File: config.mk
export PLATFORM = sky130hd
export DESIGN_NAME = pfe_ctrl
export DESIGN_NICKNAME = d
export VERILOG_FILES = /design/src/rtl/pfe_pkg.sv /design/src/rtl/pfe_fade_alu.sv /design/src/rtl/pfe_ctrl.sv
export VERILOG_INCLUDE_DIRS = /design/src /design/src/rtl
export SDC_FILE = /design/constraint.sdc
export NUM_CORES = 1
export LEC_CHECK = 0
export BUFFER_PORTS_ARGS = -buffer_cell sky130_fd_sc_hd__buf_2
export CAP_MARGIN = 20
export CORE_MARGIN = 3
export CORE_UTILIZATION = 40
export DETAILED_ROUTE_END_ITERATION = 10
export GPL_TIMING_DRIVEN = 1
export SYNTH_ARGS = -nofsm -noshare
export SYNTH_HDL_FRONTEND = slang
export SYNTH_SLANG_ARGS = --single-unit
File: constraint.sdc
create_clock -name clk -period 5.3 [get_ports clk]
set_input_delay 0.53 -clock clk [delete_from_list [all_inputs] [get_ports clk]]
set_output_delay 0.53 -clock clk [all_outputs]
set_load 0.05 [all_outputs]
File: src/rtl/palette_fade_engine_top_assert.svh
// Assertion macros used by the palette fade engine controller (pfe_ctrl).
`ifndef PALETTE_FADE_ENGINE_TOP_ASSERT_SVH
`define PALETTE_FADE_ENGINE_TOP_ASSERT_SVH
`ifndef NO_ASSERTIONS
// Same-cycle implication.
`define PFE_ASSERT_IMPL(lbl, clk, rst, ante, cons) \
  lbl: assert property (@(posedge clk) disable iff (rst) (ante) |-> (cons)) \
    else $error("palette fade engine: assertion failed");
// Next-cycle implication.
`define PFE_ASSERT_NEXT(lbl, clk, rst, ante, cons) \
  lbl: assert property (@(posedge clk) disable iff (rst) (ante) |=> (cons)) \
    else $error("palette fade engine: assertion failed");
`else
`define PFE_ASSERT_IMPL(lbl, clk, rst, ante, cons)
`define PFE_ASSERT_NEXT(lbl, clk, rst, ante, cons)
`endif
`endif

File: src/rtl/pfe_pkg.sv
package pfe_pkg;

  // Fixed port field widths
  localparam int ACT_BITS   = 3;
  localparam int IDX_BITS   = 8;
  localparam int OUT_BITS   = 6;
  localparam int COUNT_BITS = 10;

  localparam logic [COUNT_BITS-1:0] COUNT_MAX = '1;

  typedef enum logic [ACT_BITS-1:0] {
    ACT_WR_TARGET  = 3'd0,
    ACT_WR_CURRENT = 3'd1,
    ACT_FILL       = 3'd2,
    ACT_STEP       = 3'd3,
    ACT_READ       = 3'd4
  } action_t;

  // Palette memory strobes from the controller
  typedef struct packed {
    logic rd_en;
    logic cur_we;
    logic tgt_we;
  } mem_ctl_t;

  // One result item, red in the lowest bits
  typedef struct packed {
    logic                  finished;
    logic [COUNT_BITS-1:0] matched_count;
    logic [OUT_BITS-1:0]   blue;
    logic [OUT_BITS-1:0]   green;
    logic [OUT_BITS-1:0]   red;
  } result_t;

endpackage

File: src/rtl/pfe_fade_alu.sv
module pfe_fade_alu
  import pfe_pkg::*;
#(
  parameter int CHANNEL_BITS = 6,
  localparam int DW = 3 * CHANNEL_BITS
) (
  input  logic          to_black,
  input  logic [DW-1:0] cur,
  input  logic [DW-1:0] tgt,
  output logic [DW-1:0] nxt,
  output logic [1:0]    match_cnt
);

  logic [2:0] hit;

  // Move each channel one unit toward its goal
  for (genvar c = 0; c < 3; c++) begin : g_ch
    logic [CHANNEL_BITS-1:0] cur_ch;
    logic [CHANNEL_BITS-1:0] goal;
    logic [CHANNEL_BITS-1:0] nxt_ch;

    assign cur_ch = cur[c*CHANNEL_BITS +: CHANNEL_BITS];
    assign goal   = to_black ? '0 : tgt[c*CHANNEL_BITS +: CHANNEL_BITS];
    assign nxt_ch = (cur_ch < goal) ? cur_ch + CHANNEL_BITS'(1) :
                    (cur_ch > goal) ? cur_ch - CHANNEL_BITS'(1) : cur_ch;
    assign nxt[c*CHANNEL_BITS +: CHANNEL_BITS] = nxt_ch;
    assign hit[c] = (nxt_ch == goal);
  end

  assign match_cnt = 2'(hit[0]) + 2'(hit[1]) + 2'(hit[2]);

endmodule

File: src/rtl/pfe_ctrl.sv
`include "palette_fade_engine_top_assert.svh"

module pfe_ctrl
  import pfe_pkg::*;
#(
  parameter int ENTRIES      = 256,
  parameter int CHANNEL_BITS = 6,
  localparam int AW = $clog2(ENTRIES),
  localparam int DW = 3 * CHANNEL_BITS
) (
  input  logic                clk,
  input  logic                rst,
  input  logic                fade_to_black,
  // item in
  input  logic                in_valid,
  output logic                in_ready,
  input  logic [ACT_BITS-1:0] in_action,
  input  logic [IDX_BITS-1:0] in_index,
  input  logic [OUT_BITS-1:0] in_red,
  input  logic [OUT_BITS-1:0] in_green,
  input  logic [OUT_BITS-1:0] in_blue,
  // palette memories
  output mem_ctl_t            ctl,
  output logic [AW-1:0]       rd_addr,
  output logic [AW-1:0]       wr_addr,
  output logic [DW-1:0]       wr_data,
  input  logic [DW-1:0]       cur_rdata,
  input  logic [DW-1:0]       tgt_rdata,
  // result out
  output logic                res_valid,
  input  logic                res_take,
  output result_t             res
);

  localparam int ACC_W = $clog2(3 * ENTRIES + 1);
  localparam int MW    = (ACC_W > COUNT_BITS) ? ACC_W : COUNT_BITS;
  localparam logic [AW-1:0]    LAST     = AW'(ENTRIES - 1);
  localparam logic [ACC_W-1:0] ALL_HIT  = ACC_W'(3 * ENTRIES);

  typedef enum logic [2:0] {
    S_IDLE,
    S_READ,
    S_FILL,
    S_STEP,
    S_REPLY
  } state_t;

  state_t           state;
  logic [AW-1:0]    cnt;
  logic             sweep;
  logic             pend;
  logic [AW-1:0]    pend_addr;
  logic [DW-1:0]    fill_rgb;
  logic [ACC_W-1:0] acc;

  logic             accept;
  logic [AW-1:0]    idx_mod;
  logic [DW-1:0]    in_rgb;
  logic [DW-1:0]    alu_nxt;
  logic [1:0]       alu_match;
  logic [ACC_W-1:0] acc_total;
  logic [COUNT_BITS-1:0] count_sat;
  logic [AW-1:0]    idx_tbl [2**IDX_BITS];

  // Entry index wraps modulo ENTRIES: constant lookup
  for (genvar i = 0; i < 2**IDX_BITS; i++) begin : g_idx
    assign idx_tbl[i] = AW'(i % ENTRIES);
  end
  assign idx_mod = idx_tbl[in_index];

  // Input channels resized to the stored width
  assign in_rgb = {CHANNEL_BITS'(in_blue), CHANNEL_BITS'(in_green), CHANNEL_BITS'(in_red)};

  assign in_ready  = (state == S_IDLE);
  assign accept    = in_valid && in_ready;
  assign res_valid = (state == S_REPLY);

  pfe_fade_alu #(
    .CHANNEL_BITS(CHANNEL_BITS)
  ) u_alu (
    .to_black (fade_to_black),
    .cur      (cur_rdata),
    .tgt      (tgt_rdata),
    .nxt      (alu_nxt),
    .match_cnt(alu_match)
  );

  // Match count including the entry being written back
  assign acc_total = acc + ACC_W'(alu_match);
  assign count_sat = (MW'(acc_total) > MW'(COUNT_MAX)) ? COUNT_MAX : COUNT_BITS'(acc_total);

  // Memory strobes and address muxing
  always_comb begin
    ctl     = '0;
    rd_addr = cnt;
    wr_addr = pend_addr;
    wr_data = alu_nxt;
    unique case (state)
      S_IDLE: begin
        rd_addr = idx_mod;
        wr_addr = idx_mod;
        wr_data = in_rgb;
        if (accept) begin
          unique case (in_action)
            ACT_WR_TARGET:  ctl.tgt_we = 1'b1;
            ACT_WR_CURRENT: ctl.cur_we = 1'b1;
            ACT_READ:       ctl.rd_en  = 1'b1;
            default: ;
          endcase
        end
      end
      S_FILL: begin
        wr_addr    = cnt;
        wr_data    = fill_rgb;
        ctl.cur_we = 1'b1;
      end
      // read entry cnt while entry cnt-1 is written back
      S_STEP: begin
        ctl.rd_en  = sweep;
        ctl.cur_we = pend;
      end
      default: ;
    endcase
  end

  // Sequencer
  always_ff @(posedge clk) begin
    if (rst) begin
      state <= S_IDLE;
      sweep <= 1'b0;
      pend  <= 1'b0;
    end else begin
      unique case (state)
        S_IDLE: begin
          if (accept) begin
            cnt      <= '0;
            acc      <= '0;
            fill_rgb <= in_rgb;
            res      <= '0;
            unique case (in_action)
              ACT_READ: state <= S_READ;
              ACT_FILL: state <= S_FILL;
              ACT_STEP: begin
                state <= S_STEP;
                sweep <= 1'b1;
              end
              default:  state <= S_REPLY;
            endcase
          end
        end
        S_READ: begin
          res.red   <= OUT_BITS'(cur_rdata[0 +: CHANNEL_BITS]);
          res.green <= OUT_BITS'(cur_rdata[CHANNEL_BITS +: CHANNEL_BITS]);
          res.blue  <= OUT_BITS'(cur_rdata[2*CHANNEL_BITS +: CHANNEL_BITS]);
          state     <= S_REPLY;
        end
        S_FILL: begin
          cnt <= AW'(cnt + 1'b1);
          if (cnt == LAST) begin
            state <= S_REPLY;
          end
        end
        S_STEP: begin
          if (sweep) begin
            cnt <= AW'(cnt + 1'b1);
            if (cnt == LAST) begin
              sweep <= 1'b0;
            end
          end
          pend      <= sweep;
          pend_addr <= cnt;
          if (pend) begin
            acc <= acc_total;
          end
          // last write-back: result is final
          if (pend && !sweep) begin
            res.matched_count <= count_sat;
            res.finished      <= (acc_total == ALL_HIT);
            state             <= S_REPLY;
          end
        end
        S_REPLY: begin
          if (res_take) begin
            state <= S_IDLE;
          end
        end
        default: state <= S_IDLE;
      endcase
    end
  end

  // Checks
  `PFE_ASSERT_IMPL(a_one_write, clk, rst, 1'b1, !(ctl.cur_we && ctl.tgt_we))
  `PFE_ASSERT_IMPL(a_no_same_entry, clk, rst, ctl.rd_en && ctl.cur_we, rd_addr != wr_addr)
  `PFE_ASSERT_NEXT(a_step_ends, clk, rst, state == S_STEP && pend && !sweep, state == S_REPLY)
  `PFE_ASSERT_IMPL(a_reply_quiet, clk, rst, state == S_REPLY, ctl == '0)

endmodule

Word level (Yosys, flattened, before mapping)
Memories as Yosys holds them, arrays and structs flattened. Index checks and enable logic that the tools add are counted.

$lt $le $gt $ge: 8. Bitwise gates (word level): 2. Add/sub/neg operators: 10. Reduce and logical (&&, ||, !) cells: 16. Equality and inequality tests: 20. Muxes and demuxes: 43.

Operators with widths (count): 18-bit case mux with 2 select lines (2); 6-bit 2-to-1 mux (9); 8-bit 2-to-1 mux (5); 10-bit 2-to-1 mux (3); 29-bit 2-to-1 mux (1); 8-bit case mux with 3 select lines (1); 11-bit case mux with 2 select lines (1); 10-bit case mux with 2 select lines (1); 6-bit by 1-bit adder with 6-bit output, second input constant (3); 6-bit == test (3); 6-bit > comparator (3); 6-bit < comparator (3); 6-bit by 1-bit subtractor with 6-bit output, second input constant (3); 8-bit case mux with 2 select lines (1); 4-bit AND reduction (4); 3-bit 2-to-1 mux (5); 3-bit case mux with 5 select lines (1); 3-bit by 2-bit == test with 1-bit output, second input constant (4); 11-bit 2-to-1 mux (1); 10-bit by 2-bit adder with 10-bit output (1); 10-bit == test, second input constant (1); 10-bit > comparator, second input constant (1); 9-bit greater-or-equal comparator, second input constant (1); 8-bit inverter with 9-bit output (1); other kinds (20) (40).

Bits in read-only memories: 2048. Bits of input ports: 70. Flip-flop bits (word level): 78. Output and inout port bits: 68. Memories kept: 1. Logic and storage cells: 112.

Memories: (name not given) (depth 256, bits a word 8, read ports 1, clocked after Yosys merged registers in 0, write ports 0, RTL line pfe_ctrl.sv:69) `assign idx_mod = idx_tbl[in_index];`.

Longest topological paths before layout
Gate-level depths: netlist (run 1).

Word-level depth: 12. Mapped depth: 21. Mapped depth without buffers: 20.

Cells and area by module
Synthesis (run 1) repeated with hierarchy kept, for this count alone.

Cells, all modules: 532. Area total of the unflattened synthesis: 5509.0 um2.

Modules (own cells, without submodules): pfe_ctrl (seq. area each 2292.2 um2, cells an instance 331, instances 1, area an instance 3868.7 um2); pfe_fade_alu (seq. area each 0.0 um2, cells an instance 201, instances 1, area an instance 1640.3 um2).

Least setup slack after synthesis (run 1)
OpenSTA, ideal clock, no wires.

Path kind: in2reg. Start: in fade_to_black. End: reg res[28] in the netlist's numbering, data pin. Slack: 0.664 ns. Required time: 5.044 ns. Stages on the path: 19. Path buffers: 1. Library setup time: 0.256 ns. Data arrival time: 4.380 ns. Path through: clkbuf_1 > nand2b_1 > ha_1 > and2_1 > o2111ai_1 > nand3_1 > mux2_2 > a2111oi_2 > nand4_1 > fa_1 > inv_1 > ha_1 > fa_1 > nand2_1 > nor2_1 > nand3_1 > xor2_1 > nor2_1 > and4b_1.

Word-level cells in the longest chain between the ends: 11. Elaborated cells on any way between the ends: 24. Those cells by class: add/sub: 3; order compare: 6; eq/ne: 4; mux: 11.

RTL lines: start: declaration (RTL line pfe_ctrl.sv:13) `input logic fade_to_black,`; 6-bit 2-to-1 mux (RTL line pfe_fade_alu.sv:23) `assign goal = to_black ? '0 : tgt[c*CHANNEL_BITS +: CHANNEL_BITS];`; 6-bit > comparator (RTL line pfe_fade_alu.sv:25) `(cur_ch > goal) ? cur_ch - CHANNEL_BITS'(1) : cur_ch;`; 6-bit 2-to-1 mux (RTL line pfe_fade_alu.sv:25); 6-bit 2-to-1 mux (RTL line pfe_fade_alu.sv:24) `assign nxt_ch = (cur_ch < goal) ? cur_ch + CHANNEL_BITS'(1) :`; 6-bit == test (RTL line pfe_fade_alu.sv:27) `assign hit[c] = (nxt_ch == goal);`; 1-bit by 1-bit adder with 2-bit output (RTL line pfe_fade_alu.sv:30) `assign match_cnt = 2'(hit[0]) + 2'(hit[1]) + 2'(hit[2]);`; 2-bit by 1-bit adder with 2-bit output * (RTL line pfe_fade_alu.sv:30); 10-bit by 2-bit adder with 10-bit output * (RTL line pfe_ctrl.sv:89) `assign acc_total = acc + ACC_W'(alu_match);`; 10-bit == test * (RTL line pfe_ctrl.sv:178) `res.finished <= (acc_total == ALL_HIT);`; 11-bit 2-to-1 mux * (RTL line pfe_ctrl.sv:176) `if (pend && !sweep) begin`; 11-bit case mux with 2 select lines * (RTL line pfe_ctrl.sv:133) `unique case (state)`; end: declaration (RTL line pfe_ctrl.sv:32) `output result_t res`.

Every way passes the cells marked *; elsewhere a longest branch is shown, timed or not. The select of a mux whose other input is x is not followed. A chain may end at the register's enable or synchronous reset.

Worst setup path in the final report (run 1)
Same ends and word-level chain as after synthesis.

==> results of run 1 <==
==> routing by layer <==
layer,wire [um],vias to the layer above,track usage
li1,-,2399,-
met1,7280,2233,0.278
met2,6760,148,0.308
met3,706,18,0.0322
met4,276,0,0.0593
met5,0,-,0
==> layout make-up <==
class                           instances  area (um^2)
Clock buffer                           11          253
Clock inverter                          5         66.3
Fill cell                            1230         6600
Inverter                               20         75.1
Multi-Input combinational cell        457         3150
Sequential cell                        78         2290
Tap cell                              176          220
Timing Repair Buffer                  158          847
==> power groups by stage <==
stage / clock network (mW) / registers, mW / logic (mW)
finish: 0.660 / 0.803 / 1.25
global route: 0.696 / 0.812 / 1.34
CTS: 0.669 / 0.804 / 1.25
detailed placement: 0 / 0.817 / 1.25
global placement: 0 / 0.814 / 1.24
floorplan: 0 / 0.881 / 0.877
==> synth_stat cells (all sizes together) (4+ instances only) <==
master   count
edfxtp      73
buf          6
dfxtp        5
a211oi       6
o21ai       37
nand4        4
clkbuf      23
xnor2       25
mux2        13
a21oi       32
mux2i       21
xor2        26
nor3        14
a31oi        7
nand2       45
nand2b      14
and2        24
nor2        61
nor3b        5
inv         20
ha          27
nand3       19
nor2b       16
o22ai        4
and3         6
a2111oi     10
==> path summary, 6_finish.rpt <==
path                  from     endpoint  slack, ns  cells past startpoint
min reg2reg           pend         pend       0.50                      2
max reg2reg       state[2]       acc[0]       1.79                      7
min              in_red[5]  fill_rgb[5]       0.37                      1
max          fade_to_black      res[28]       0.38                     21
==> logic make-up after synthesis <==
family	after synthesis	share of synthesized area
simple gates	218	0.194
compound gates	124	0.150
flops	78	0.408
xor+xnor	52	0.0835
buf+inv	49	0.0336
mux	34	0.0635
fa+ha+maj	29	0.0673
==> per-stage QoR <==
step | area [um^2] | setup TNS, ns | cells
CTS | 6880 | 0 | 902
global route | 6900 | 0 | 905
floorplan | 5620 | 0 | 584
finish | 6900 | 0 | 905
global placement | 6560 | 0 | 886
detailed placement | 6560 | -0.0122 | 886
==> flip-flops by register name (all words and copies together), names as in the netlist <==
name,flops
pend_addr,8
state,3
fill_rgb,18
res,29
acc,10
sweep,1
cnt,8
pend,1
==> timing repair <==
item	4_1_cts	5_1_grt
endpoints found under the setup margin	0	5
hold buffers	0	0
resized for setup	0	1
==> run summary, run 1 <==
The part of the power in the clock network came out at 0.243. Detailed placement finished with a half-perimeter wire length of 11500 um. Setup repair after global routing left no endpoint under its margin.

TritonCTS built the clock tree. The top cell types in the final layout, fill and taps aside, are 138 x sky130_fd_sc_hd__buf_2, 73 x sky130_fd_sc_hd__edfxtp_1, 61 x sky130_fd_sc_hd__nor2_1. The biggest fanout along the worst timing path is 13. Of the total power, the share spent switching nets is 0.451. The setup slack after layout came out at 0.385 ns. The number of global-route vias before repair came out at 4772. The post-synthesis register bit count came out at 78. The sequential share of the synthesized area came out at 0.408. The reported max-cap violation count came out at 0.

Compared with the post-synthesis result, the final layout area differs by 22.9%. For this block, the initial DRC count from the detailed router was 303. Setup violations remaining at the end of the flow were counted as 0. The detailed-route vias per instance is 5.30.

Data arrives at the worst endpoint at 5.01 ns. For the finished layout, the period the worst path requires is 4.92 ns. The count of H-tree levels built during CTS came out at 3. The most area-hungry cell type in the Yosys netlist is sky130_fd_sc_hd__edfxtp_1.

The internal power of the cells totals 1.49 mW. The remaining routing DRC violations is 0. The first-pass GRT wire length came out at 24900 um. The utilization of the core after routing came out at 0.511. The antenna diode count came out at 0. The start-to-end type of the worst setup path is in -> reg. The count of flip-flops with a built-in enable after synthesis came out at 73.

On the critical path, the stage with the largest delay is an instance of sky130_fd_sc_hd__a2111oi_0. The cell area power density is 393 nW/um^2. Leaving out fill and tap cells, the most frequent cell in the layout is sky130_fd_sc_hd__buf_2. The final max-slew violation count is 0. The async set-reset flop share out of synthesis came out at 0. The buffer depth of the longest clock path came out at 2.

In the synthesized netlist the dominant register cell turns out to be sky130_fd_sc_hd__edfxtp_1. The number of nets in the layout came out at 823. The number of buffers added for setup after CTS is 0. The design draws 2.72 mW. The count of clock tree sinks is 78. In this run the cell area of the synthesized design comes to 5620 um^2. The floorplan step set the die width to 124 um. The analysis attributes to cell leakage a power of 2.78 nW. The worst setup path is captured at a flop. The number of cells produced by synthesis came out at 584.

The setup slack after placement came out at -0.0122 ns. Ranked by total cell area, the synthesized netlist is headed by sky130_fd_sc_hd__edfxtp_1 39%, sky130_fd_sc_hd__ha_1 6.0%, sky130_fd_sc_hd__nor2_1 4.1%, sky130_fd_sc_hd__xor2_1 4.1%, sky130_fd_sc_hd__xnor2_1 3.9%. During synthesis, Yosys emitted a total of 0 warnings. The core region is 13500 um^2. The pin count of the biggest net entering global routing is 43. The number of top-level pins came out at 138.

The count of nets left with antenna violations after detail routing is 0. The worst voltage drop across the vdd grid is 0.264 mV. The initial cell density of the core is 0.416.

The final clock skew is 0.00744 ns. The run finished with clean final reports. The clock-pin slew on the worst setup and hold paths came out at 0.07 ns. The share of the synthesized area in the top cell type came out at 0.390. The logic gate share of total power is 0.461. Among cell families on the critical path, the largest total delay comes from adder cells. The average cell area after synthesis came out at 9.62 um^2. The row count came out at 42. Based on the critical path, the design can be clocked at up to 203 MHz. Summed over all layers, the routed wires come to 15000 um. The overall fraction of global-route tracks in use came out at 0.196.

The pre-antenna-repair detailed-routing pass consisted of 4 iterations. The number of antenna violations at the first check in global routing is 0. The final global-route overflow total is 0. On the final layout, the worst hold slack is 0.366 ns. The slew at the pin with the worst max-slew slack came out at 0.976 ns. The share of cells above drive strength 1 is 0.280. The routability congestion estimate from global placement came out at 0.922.

The number of nets in the synthesized netlist is 683. The clock latency of the later-clocked register in the worst-skew pair is 0.35 ns. The worst setup path is launched from an input pin. For this design the total switching power over the nets is 1.22 mW. The average detailed-routed wire length per instance came out at 16.6 um. The die is 124 um tall. The sequential cell fraction of total power is 0.296. The critical path contains buffers and inverters numbering 3 combined. The number of failing hold endpoints at the final stage came to 0.

The part of the cycle the worst path needs is 0.927. The worst stage delay on the critical path is 0.52 ns. Walking the worst path, the cells encountered are buf_2 > nor2b_1 > inv_1 > ha_1 > nand4_1 > o21ai_1 > a2111oi_0 > a2111oi_0 > a22oi_1 > a2111oi_2 > nand4_1 > fa_1 > inv_1 > ha_1 > fa_1 > nand2_1 > nor2_1 > nand3_1 > xor2_1 > nor2_1 > and4b_1. The clock root buffer master is sky130_fd_sc_hd__clkbuf_16.

The required time of the critical path is 5.40 ns. The relative max-transition margin is 0.346. The TritonCTS buffer count came out at 9.

The overall die area came out at 15500 um^2. The count of input and output buffers is 137. The distinct cell type count after synthesis is 64. The tightest min-delay check is of the in -> reg type. The detailed router placed 4798 vias in this run.
(Power assumes the default switching activity.)
==> inputs of run 2 (changes only) <==
--- a/config.mk
+++ b/config.mk
@@ -12,6 +12,7 @@
 export CORE_UTILIZATION = 40
 export DETAILED_ROUTE_END_ITERATION = 10
 export GPL_TIMING_DRIVEN = 1
+export RECOVER_POWER = 50
 export SYNTH_ARGS = -nofsm -noshare
 export SYNTH_HDL_FRONTEND = slang
 export SYNTH_SLANG_ARGS = --single-unit
==> run 2 against run 1 <==
  * The run now ends with capacitance limit, slew limit left
  * Design area fell by 1.1%
  * Fmax hardly changed
  * Worst hold slack hardly changed
  * Critical path depth unchanged
  * Count of clock-buffer cells in the layout unchanged
  * Global-route usage is the same
  * Combinational power about the same
  * Die area did not move
  * Non-clock buffer count did not move
  * Final cell count unchanged
  * Register-to-register slack worse by 0.83 ns
  * Worst setup slack lost 0.0031 ns
  * Critical endpoint unchanged
  * Highest routed layer unchanged
==> run summary, run 2 (synthesis results as in run 1) <==
The slowest library cell on the worst path is sky130_fd_sc_hd__a2111oi_0. The part of the power in the clock network came out at 0.244 (about the same). The count of H-tree levels built during CTS came out at 3 (unchanged). The fmax came out at 203 MHz (about the same).

The setup slack of the worst register-to-register path is 0.96 ns (-0.83 ns). The number of nets in the layout is 823 (unchanged). The final critical delay including setup and external delays is 4.92 ns (+0.00314 ns). The worst hold-check slack is 0.366 ns (+0.000198 ns). The sort of element at the end of the critical path is a flop. The final max-slew violation count came out at 62 (+62). The met3 wire length was 759 um (+7.5%). The count of input and output buffers was 137 (unchanged). The wire length the detailed router placed on met1 is 7290 um (about the same). The setup TNS after final layout is 0 ns (unchanged). The number of global-route vias before repair is 4772 (unchanged). The standby leakage power is 2.62 nW (-5.5%). In this run the critical register-to-register path is launched from state[1]. The reported max-cap violation count was 2 (+2). The run finished, with violations left.

The capturing instance or port of the critical path is res[28]. The flip-flop count of the largest register after layout came out at 29 (unchanged). The worst stage delay on the critical path came out at 0.53 ns (about the same). The share of cells above drive strength 1 came out at 0.214 (-0.0658).

The count of clock tree sinks came to 78 (unchanged). The logic gate share of total power came out at 0.459 (-0.002). The remaining routing DRC violations is 0 (unchanged). The sequential cell fraction of total power is 0.297 (about the same).

The number of DRC markers in iteration 0 was 297 (-2.0%). The required time of the critical path is 5.40 ns (about the same). The cell area power density came out at 397 nW/um^2 (+0.86%). The row count came out at 42 (unchanged).

The power dissipated by switching net loads came out at 1.22 mW (about the same). The critical path is of the in -> reg type. The overall die area was 15500 um^2 (unchanged). The pin count of the biggest net entering global routing was 43 (unchanged). The checks that failed: capacitance limit, slew limit.

The clock latency of the later-clocked register in the worst-skew pair came out at 0.34 ns (about the same). The clock-pin slew on the worst setup and hold paths was 0.07 ns (about the same). The die height is 124 um (unchanged).

The worst path arrival time came out at 5.02 ns (about the same). The switching portion of total power came to 0.452 (+0.000983). The worst hold path class is in -> reg. The number of buffer and inverter instances along the worst setup path came out at 3 (unchanged). The wire length after detailed routing came to 15100 um (+0.24%). The clock tree from TritonCTS is done. The final clock skew is 0.00720 ns (-0.000243 ns). The number of antenna violations at the first check in global routing is 0 (unchanged). The clock root buffer master is sky130_fd_sc_hd__clkbuf_16. STA classifies the critical path startpoint as an input pin. The area of the placeable core is 13500 um^2 (unchanged). The final HPWL from detailed placement came to 11500 um (unchanged). The final global-route overflow total came out at 0 (unchanged).

The slew at the pin with the worst max-slew slack came to 2.61 ns (+1.63 ns). On the critical path the largest part of the delay comes from adder cells. The count of nets left with antenna violations after detail routing came out at 0 (unchanged). The initial cell density of the core came out at 0.416 (unchanged).

The overall die width came out at 124 um (unchanged). Setup repair after global routing left no endpoint under its margin. The uppermost signal routing layer after detailed routing is met4. The critical path depth in cells is 21 (unchanged). The first-pass GRT wire length is 24900 um (unchanged). The detailed-route vias per instance was 5.31 (+0.23%). The number of setup violations in the final report came out at 0 (unchanged). The logic depth of the worst register-to-register path is 7 (unchanged).

The critical path goes through buf_2 > nor2b_1 > inv_1 > ha_1 > nand4_1 > o21ai_1 > a2111oi_0 > a2111oi_0 > a22oi_1 > a2111oi_2 > nand4_1 > fa_1 > inv_1 > ha_1 > fa_1 > nand2_1 > nor2_1 > nand3_1 > xor2_1 > nor2_1 > and4b_1. The count of hold buffers inserted by post-cts repair is 0 (unchanged). The biggest fanout along the worst timing path came out at 13 (unchanged).

The average detailed-routed wire length per instance came out at 16.6 um (+0.24%). The number of top-level pins was 138 (unchanged). The library cell used most frequently in the layout, excluding fill and tap cells, is sky130_fd_sc_hd__buf_2. The antenna diode count was 0 (unchanged). The detailed route wirelength on metal2 is 6730 um (-0.34%).

The number of failing hold endpoints at the final stage is 0 (unchanged). The register with the highest flop count is res. The number of buffers added for setup after CTS is 0 (unchanged).

The TritonCTS buffer count is 9 (unchanged). In the layout the commonest cells are 96 x sky130_fd_sc_hd__buf_2, 73 x sky130_fd_sc_hd__edfxtp_1, 61 x sky130_fd_sc_hd__nor2_1. The area growth from synthesis to layout is 21.5%. The end of the worst register-to-register path is acc[0]. The number of iterations in the first detailed-routing pass was 4 (unchanged). The largest registers in the layout are res (29), fill_rgb (18), acc (10).

The internal power is 1.49 mW (-0.43%). The routed via count came out at 4809 (+0.23%). The worst voltage drop across the vdd grid came out at 0.266 mV (+0.61%). The overall fraction of global-route tracks in use came out at 0.196 (unchanged). Tracing the worst setup path back leads to its startpoint at fade_to_black. The relative max-transition margin is -0.738 (-1.08). The part of the cycle the worst path needs was 0.928 (about the same). The buffer depth of the longest clock path came out at 2 (unchanged). The routability congestion estimate from global placement is 0.922 (unchanged).
run 2: power by group through the flow:
stage	Sequential, mW	Combinational, mW	Clock, mW
after floorplan	0.881	0.877	0
after global routing	0.812	1.33	0.696
after CTS	0.804	1.25	0.669
after detailed placement	0.817	1.25	0
final	0.804	1.24	0.661
after global placement	0.814	1.24	0
run 2: per-layer routing:
metal / vias up / global-route usage
met4: 0 / 0.0593
li1: 2399 / -
met5: - / 0
met2: 152 / 0.308
met1: 2240 / 0.278
met3: 18 / 0.0322
run 2: how the worst min path moves through the flow:
stage                   start  depth (start not counted)  slack [ns]     endpoint
floorplan                pend                          2        0.46         pend
global placement         pend                          2        0.49         pend
detailed placement       pend                          2        0.48         pend
CTS                 in_red[5]                          1        0.36  fill_rgb[5]
global route        in_red[5]                          1        0.36  fill_rgb[5]
finish              in_red[5]                          1        0.37  fill_rgb[5]
run 2: stage by stage:
step | instance area (um^2) | worst slack (ns) | power (mW) | utilization | std cells
floorplan | 5620 | 0.664 | 1.76 | - | 584
global placement | 6560 | 0.0753 | 2.06 | 0.485 | 886
detailed placement | 6560 | -0.0122 | 2.06 | 0.485 | 886
CTS | 6880 | 0.392 | 2.72 | 0.509 | 902
global route | 6830 | 0.000653 | 2.84 | 0.505 | 905
finish | 6830 | 0.382 | 2.71 | 0.505 | 905
run 2: what timing repair did:
action | in CTS | in global routing
resized for setup | 0 | 1
setup endpoints to repair | 0 | 5
hold endpoints to repair | 0 | 0
run 2: area by class of cell:
cell class / count / area [um^2]
multi-input combinational: 457 / 3140
clock buffer: 11 / 253
timing repair buffer: 158 / 783
fill: 1252 / 6680
inverter: 20 / 75.1
sequential: 78 / 2290
tap: 176 / 220
clock inverter: 5 / 66.3
